[src/hw/rtl/lrsa_ram.sv]
`default_nettype none
module lrsa_ram #(
  parameter int WIDTH = 8,
  parameter int DEPTH = 16
) (
  input  wire logic                     clk,
  input  wire logic                     we,
  input  wire logic [$clog2(DEPTH)-1:0] waddr,
  input  wire logic [WIDTH-1:0]         wdata,
  input  wire logic                     re,
  input  wire logic [$clog2(DEPTH)-1:0] raddr,
  output logic      [WIDTH-1:0]         rdata
);
  logic [WIDTH-1:0] mem [DEPTH];

  always_ff @(posedge clk) begin
    if (we) begin
      mem[waddr] <= wdata;
    end
    if (re) begin
      rdata <= mem[raddr];
    end
  end
endmodule
`default_nettype wire

[config.mk]
export PLATFORM = sky130hd
export DESIGN_NAME = lrsa_ram
export DESIGN_NICKNAME = d
export VERILOG_FILES = /design/src/hw/rtl/lrsa_ram.sv
export SDC_FILE = /design/constraint.sdc
export NUM_CORES = 1
export LEC_CHECK = 0
export BUFFER_PORTS_ARGS = -buffer_cell sky130_fd_sc_hd__buf_2
export CORE_ASPECT_RATIO = 1.1
export CORE_MARGIN = 2
export CORE_UTILIZATION = 35
export CTS_BUF_LIST = sky130_fd_sc_hd__clkbuf_8 sky130_fd_sc_hd__clkbuf_16
export DETAILED_ROUTE_END_ITERATION = 8
export HOLD_SLACK_MARGIN = 0.08
export PLACE_DENSITY = 0.54
export SKIP_CTS_REPAIR_TIMING = 1
export SYNTH_ARGS = -nofsm -noshare
export SYNTH_HDL_FRONTEND = slang
export SYNTH_SLANG_ARGS = --single-unit
export TNS_END_PERCENT = 30
[constraint.sdc]
create_clock -name clk -period 2.2 [get_ports clk]
set_input_delay 0.44 -clock clk [delete_from_list [all_inputs] [get_ports clk]]
set_output_delay 0.44 -clock clk [all_outputs]
set_load 0.03 [all_outputs]
# ---- Word level (Yosys, flattened, before mapping)
# Memory sizes are Yosys's and may differ from the RTL's. A register that Yosys moved wholly into a read port is not among the register bits.
# Cells that the tools add are included.
dict set report word_totals {
  reg_bits 0
  ram_bits 128
  n_memories 1
}
dict set report classes {
  n_mux 2
}
# memory words word_bits rd rd_ports_with_merged_regs write_ports line_no
set mem_list {}
lappend mem_list {mem 16 8 1 1 1 14} ;# logic [WIDTH-1:0] mem [DEPTH];
# cell count
set op_table {}
lappend op_table {{two-way mux 1 bit} 2}

# ---- Depth between registers and ports, before layout
# Gate-level depths: netlist (run 1).
dict set report depth {
  depth_word 2
  ltp_mapped 5
}

# ---- Worst setup path after synthesis (run 1)
# OpenSTA, ideal clock, no wires.
dict set report synth_timing {
  path_type {input-to-reg}
  start {in waddr[2]}
  end {mem mem[0][0] (enable)}
  setup_time_ns 0.383
  t_arrival_ns 1.550
  slack_ns 0.267
  path_stages 2
  path_cell_list {or3b_2 > nor3_1}
}
# element line_no
set synth_rtl {}
lappend synth_rtl {{start: declaration} 8} ;# input wire logic [$clog2(DEPTH)-1:0] waddr,
lappend synth_rtl {{end: declaration} 14}
# Straight into the memory's write port.

==> run metrics, run 1 <==
fin crit share 0.720; Yosys top cell area share 0.781; fin cells just under 500; CTS Buf Count 17; Root Buffer Master clkbuf_16; Diodes inserted 0; worst slew pin tran between 0.4 and 0.5 ns; critical path's slowest cell mux4_1; Chip Width roughly 120 um; chip height between 100 and 150 um; Starting Density 0.360; H-Tree Depth 4; RSZ-0062 raised after global routing no; sequential area share after synthesis 0.781; Synth Cell Area 0.00523 mm^2; Mapped Nets between 200 and 250; post-DP HPWL between 6000 and 7000 um; CTS Buffer Depth 2; CTS tree yes; max_slew headroom 0.699; Buf/Inv on CP 2; synthesized area per cell about 23 um^2; Final WS setup just over 0.6 ns; routed len/inst about 22 um; pre-CTS WS about 0.16 ns; Synth area leaders edfxtp_1, mux4_2, mux4_1, a22oi_1, nor2_1; final hold vios 0; most frequent cells in the layout edfxtp_1, buf_2, buf_4; CP Launch Type input pin; total power per unit cell area 963 mW/mm^2; Post-DRT Antenna Nets 0; Worst-Skew Late Latency just over 0.4 ns; WHS 0.411 ns; clock tree sinks roughly 140; layout cells sized above 1 0.322; GRT Overall Usage 0.147; Port Buffer Count 26; Synth Instances roughly 230; via count ~2500; Final Max Tran Viols 0; Synth Warn # 0; worst vdd ir approximately 510 uV; worst setup skew after layout around 0.0053 ns; setup TNS 0 ns; Final Setup Violations 0; vias in the first global route around 2600; Final nets around 300; Max Clk Rate around 0.63 GHz; HP Class in2reg; area delta synth->final 20.5%; vias per cell ~5; Crit Path Category in2reg; biggest area consumer among synthesized cells edfxtp_1; Worst Path Arrival about 1.7 ns; commonest non-fill, non-tap cell in the layout edfxtp_1; Rows 46; Yosys cell types 18; initial antenna violation count 0; Largest delay share family, worst path multiplexers; status finished clean; largest net degree at the start of global routing 33; final WL 10900 um; Initial DRC Count 184; DR DRC count 0; core area around 0.015 mm^2; final critical-path required period ~1.6 ns; Max Cap Viol 0; worst stage delay on the critical path 0.64 ns; first-pass GRT wire length 16400 um; worst-path cell chain buf_2 > buf_4 > mux4_1 > a22oi_1 > nand2_1; RePlAce Congestion 0.721; CP required ~2.4 ns; Worst-path clk slew around 0.060 ns; die area roughly 0.016 mm^2; CP Max Fanout 10; Inst Count DP ~460; final global-route overflow total 0; Design Power slightly above 6 mW; DR pass1 iterations 4; I/O pin total 27; LEAKAGE 2.11 nW; Synth Register Bits between 100 and 150; CP Capture Type register
==> path summary, 6_finish.rpt <==
| path | startpoint | endpoint | slack [ns] | cells past startpoint |
|---|---|---|---|---|
| max | raddr[0] | rdata[0] | 0.62 | 5 |
| min | wdata[6] | mem[6][6] | 0.41 | 1 |
| max reg2reg | mem[5][0] | rdata[0] | 0.70 | 3 |
| min reg2reg | mem[4][1] | rdata[1] | 0.74 | 3 |
==> worst reg2reg max path: stages, from the launching register on <==
cell	delay [ns]
edfxtp_1	0.37
mux4_1	0.57
a22oi_1	0.22
nand2_1	0.10
==> cells by family after synthesis <==
kind of cell / synth area share
AO/OA/AOI/OAI: 0.0230
AND/OR/NAND/NOR: 0.0314
buffers and inverters: 0.0165
multiplexers: 0.148
flip-flops: 0.781
==> synthesized netlist by cell type <==
library cell and instances:
nor2b_1 1, nor2_1 13, edfxtp_1 136, buf_4 1
nand3b_1 2, buf_6 3, buf_2 3, or3b_2 1
clkdlybuf4s25_2 3, mux4_2 18, nand2_1 9, and2b_1 1
and2_1 1, a22oi_1 16, mux4_1 14, nand3_1 1
nand2b_1 2, nor3_1 4
==> flip-flops by register name (all words and copies together) (netlist names) <==
signal	count
mem	128
rdata	8
==> per-stage QoR <==
step	cell area, um^2	util
6_report	6300	0.434
5_1_grt	6300	0.434
4_1_cts	6300	0.434
3_5_place_dp	5690	0.393
3_3_place_gp	5690	0.393
2_1_floorplan	5230	-
==> routing by layer <==
layer  vias up  track usage  part of all wire
met3        10       0.0433             0.036
met4         0       0.0504             0.016
li1       1095            -                 -
met1      1298        0.195              0.44
met5         -            0                 0
met2        54        0.234              0.51
==> final cells by class <==
class / count / area (um^2)
clock buffer: 17 / 425
clock inverter: 15 / 179
fill: 1249 / 8210
multi-input combinational: 83 / 1060
sequential: 136 / 4080
tap: 192 / 240
timing repair buffer: 47 / 313
==> where the power goes <==
group	leakage [nW]	internal (mW)	total, mW	switching (mW)
combinational	0.593	0.117	0.294	0.177
clock	0.281	1.78	2.84	1.05
sequential	1.24	2.92	2.93	0.0141
Power figures use the tool's default switching activity.
==> inputs of run 2 (changes only) <==
PLACE_DENSITY = 0.56   (was 0.54)
clock period = 1.4 ns   (was 2.2 ns; I/O delays follow)
==> run 2 against run 1 <==
The run now ends with setup timing left. Critical path depth shrank 2. Final area increased by 2.1%. Hold slack worse by 0.16 ns. Power increased by 60%. Count of clock-buffer cells in the layout stayed put. Wire length shrank 1.6%. Clock skew rose by 0.00056 ns. Sequential cell count stayed put. Final cell count rose by 2.7%. Via count up 1.8%. Highest routed layer unchanged.
==> run metrics, run 2 (same netlist as run 1, synthesis figures left out) <==
CTS Buf Count 17 (unchanged); Final nets 317 (was 304); r2r startpoint mem[3][5] (was mem[5][0]); fin area 0.00643 mm^2 (was 0.00630 mm^2); Final Max Tran Viols 0 (unchanged); worst stage delay on the critical path 0.51 ns (was 0.64 ns); DR DRC count 0 (unchanged); fin crit share 1.04; failing checks setup timing; worst vdd ir 853 uV (was 513 uV); Buf/Inv on CP 0 (was 2); setup TNS -0.0675 ns (was 0 ns); status complete, but fails checks (was finished clean); worst setup skew after layout 0.00586 ns (was 0.00530 ns); worst slew pin tran 0.784 ns (was 0.452 ns); RSZ-0062 raised after global routing yes (was no); Clk network pwr share 0.471 (was 0.468); max_slew headroom 0.476 (was 0.699); Largest regs mem: 128 flops, rdata: 8 flops (unchanged); Largest delay share family, worst path multiplexers (unchanged); total power per unit cell area 1510 mW/mm^2 (was 963 mW/mm^2); worst-path cell chain mux4_2 > a22oi_2 > nand2_1 (was buf_2 > buf_4 > mux4_1 > a22oi_1 > nand2_1); LEAKAGE 2.15 nW (was 2.11 nW); Int Pwr 7.76 mW (was 4.82 mW); Crit Path Category reg2reg (was in2reg); vias per cell 4.97 (was 5.01); Max Cap Viol 0 (unchanged); Initial DRC Count 208 (was 184); final global-route overflow total 0 (unchanged); core area 0.0145 mm^2 (unchanged); Starting Density 0.360 (unchanged); Chip Width 121 um (unchanged); final WL 10700 um (was 10900 um); Reg-to-Reg End rdata[5] (was rdata[0]); Max Clk Rate between 0.6 and 0.7 GHz; Reg2Reg Setup Slack -0.05 ns (was 0.70 ns); Inst Count DP 471 (was 458); largest net degree at the start of global routing 19 (was 33); WHS Path Cells 1 (unchanged); vias in the first global route 2664 (was 2583); clock tree sinks 136 (unchanged); HP Class in2reg (unchanged); CP Launch Type register (was input pin); CTS tree yes (unchanged); Logic pwr share 0.053 (was 0.048); commonest non-fill, non-tap cell in the layout edfxtp_1 (unchanged); Port Buffer Count 26 (unchanged); hold path start wdata[4] (was wdata[6]); die area 0.0159 mm^2 (unchanged); Worst Path Arrival 1.60 ns (was 1.74 ns); layout cells sized above 1 0.418 (was 0.322); CP required 1.55 ns (was 2.35 ns); final hold vios 0 (unchanged); area delta synth->final 23.0% (was 20.5%); RePlAce Congestion 0.710 (was 0.721); Diodes inserted 0 (unchanged); Sw Share 0.200 (was 0.205); Final Setup Violations 3 (was 0); Post-DRT Antenna Nets 0 (unchanged); final critical-path required period 1.45 ns; CP startpoint mem[3][5] (was raddr[0]); number of flip-flops in the largest register 128 (unchanged); via count 2501 (was 2457); CTS Buffer Depth 2 (unchanged); first-pass GRT wire length 16300 um (was 16400 um); DR pass1 iterations 4 (unchanged); Seq pwr share 0.476 (was 0.484); CP Capture Type register (unchanged); DP Area 0.00579 mm^2 (was 0.00569 mm^2); chip height 132 um (unchanged); routed len/inst 21.4 um (was 22.3 um); critical path's slowest cell mux4_2 (was mux4_1); fin cells 503 (was 490); CP Max Fanout 1 (was 10); Worst-path clk slew 0.06 ns (about the same); Biggest register mem (unchanged); worst reg2reg path depth 3 (unchanged); GRT Overall Usage 0.146 (was 0.147); post-DP HPWL 7110 um (was 6750 um); I/O pin total 27 (unchanged); initial antenna violation count 0 (unchanged); Final WS setup -0.0501 ns (was 0.616 ns); most frequent cells in the layout edfxtp_1, mux4_2, buf_4 (was edfxtp_1, buf_2, buf_4); P_sw 1.94 mW (was 1.25 mW); Worst-Skew Late Latency 0.42 ns (was 0.41 ns); H-Tree Depth 4 (unchanged); Rows 46 (unchanged); Root Buffer Master clkbuf_16 (unchanged); hold endpoint mem[4][4] (was mem[6][6])
==> run 2: how the worst max path moves through the flow <==
stage | end | depth (start not counted)
floorplan | rdata[2] | 5
detailed placement | rdata[5] | 6
finish | rdata[5] | 3
global placement | rdata[5] | 6
CTS | rdata[5] | 3
global route | rdata[5] | 3
==> run 2: layout make-up <==
cell class / count / area [um^2]
repair buffers: 60 / 435
clock buffers: 17 / 425
fillers: 1267 / 8070
flip-flops and latches: 136 / 4080
well taps: 192 / 240
multi-input cells: 83 / 1060
clock inverters: 15 / 185
==> run 2: metrics by stage <==
stage	power [mW]	setup slack [ns]	hold WS (ns)	util
2_1_floorplan	4.98	-0.0990	0.379	-
3_3_place_gp	5.20	-0.528	0.674	0.399
3_5_place_dp	5.21	-0.563	0.671	0.399
4_1_cts	9.75	-0.159	0.231	0.442
5_1_grt	9.98	-0.103	0.227	0.443
6_report	9.70	-0.0501	0.251	0.443
==> run 2: routing by layer <==
layer / vias to the layer above / track usage / wire length, um
li1: 1110 / - / -
met5: - / 0 / 0
met2: 59 / 0.237 / 5500
met3: 14 / 0.0411 / 447
met4: 0 / 0.0581 / 175
met1: 1318 / 0.185 / 4630
==> run 2: worst register-to-register path, cell delays in order, from the launching register on <==
cell and delay, ns:
edfxtp_1 0.36, mux4_2 0.51, a22oi_2 0.23, nand2_1 0.09
==> run 2: power groups by stage <==
stage / clock network, mW / logic, mW / registers [mW]
2_1_floorplan: 0 / 0.252 / 4.73
3_3_place_gp: 0 / 0.502 / 4.70
3_5_place_dp: 0 / 0.510 / 4.70
4_1_cts: 4.63 / 0.512 / 4.62
5_1_grt: 4.80 / 0.562 / 4.62
6_report: 4.57 / 0.517 / 4.61
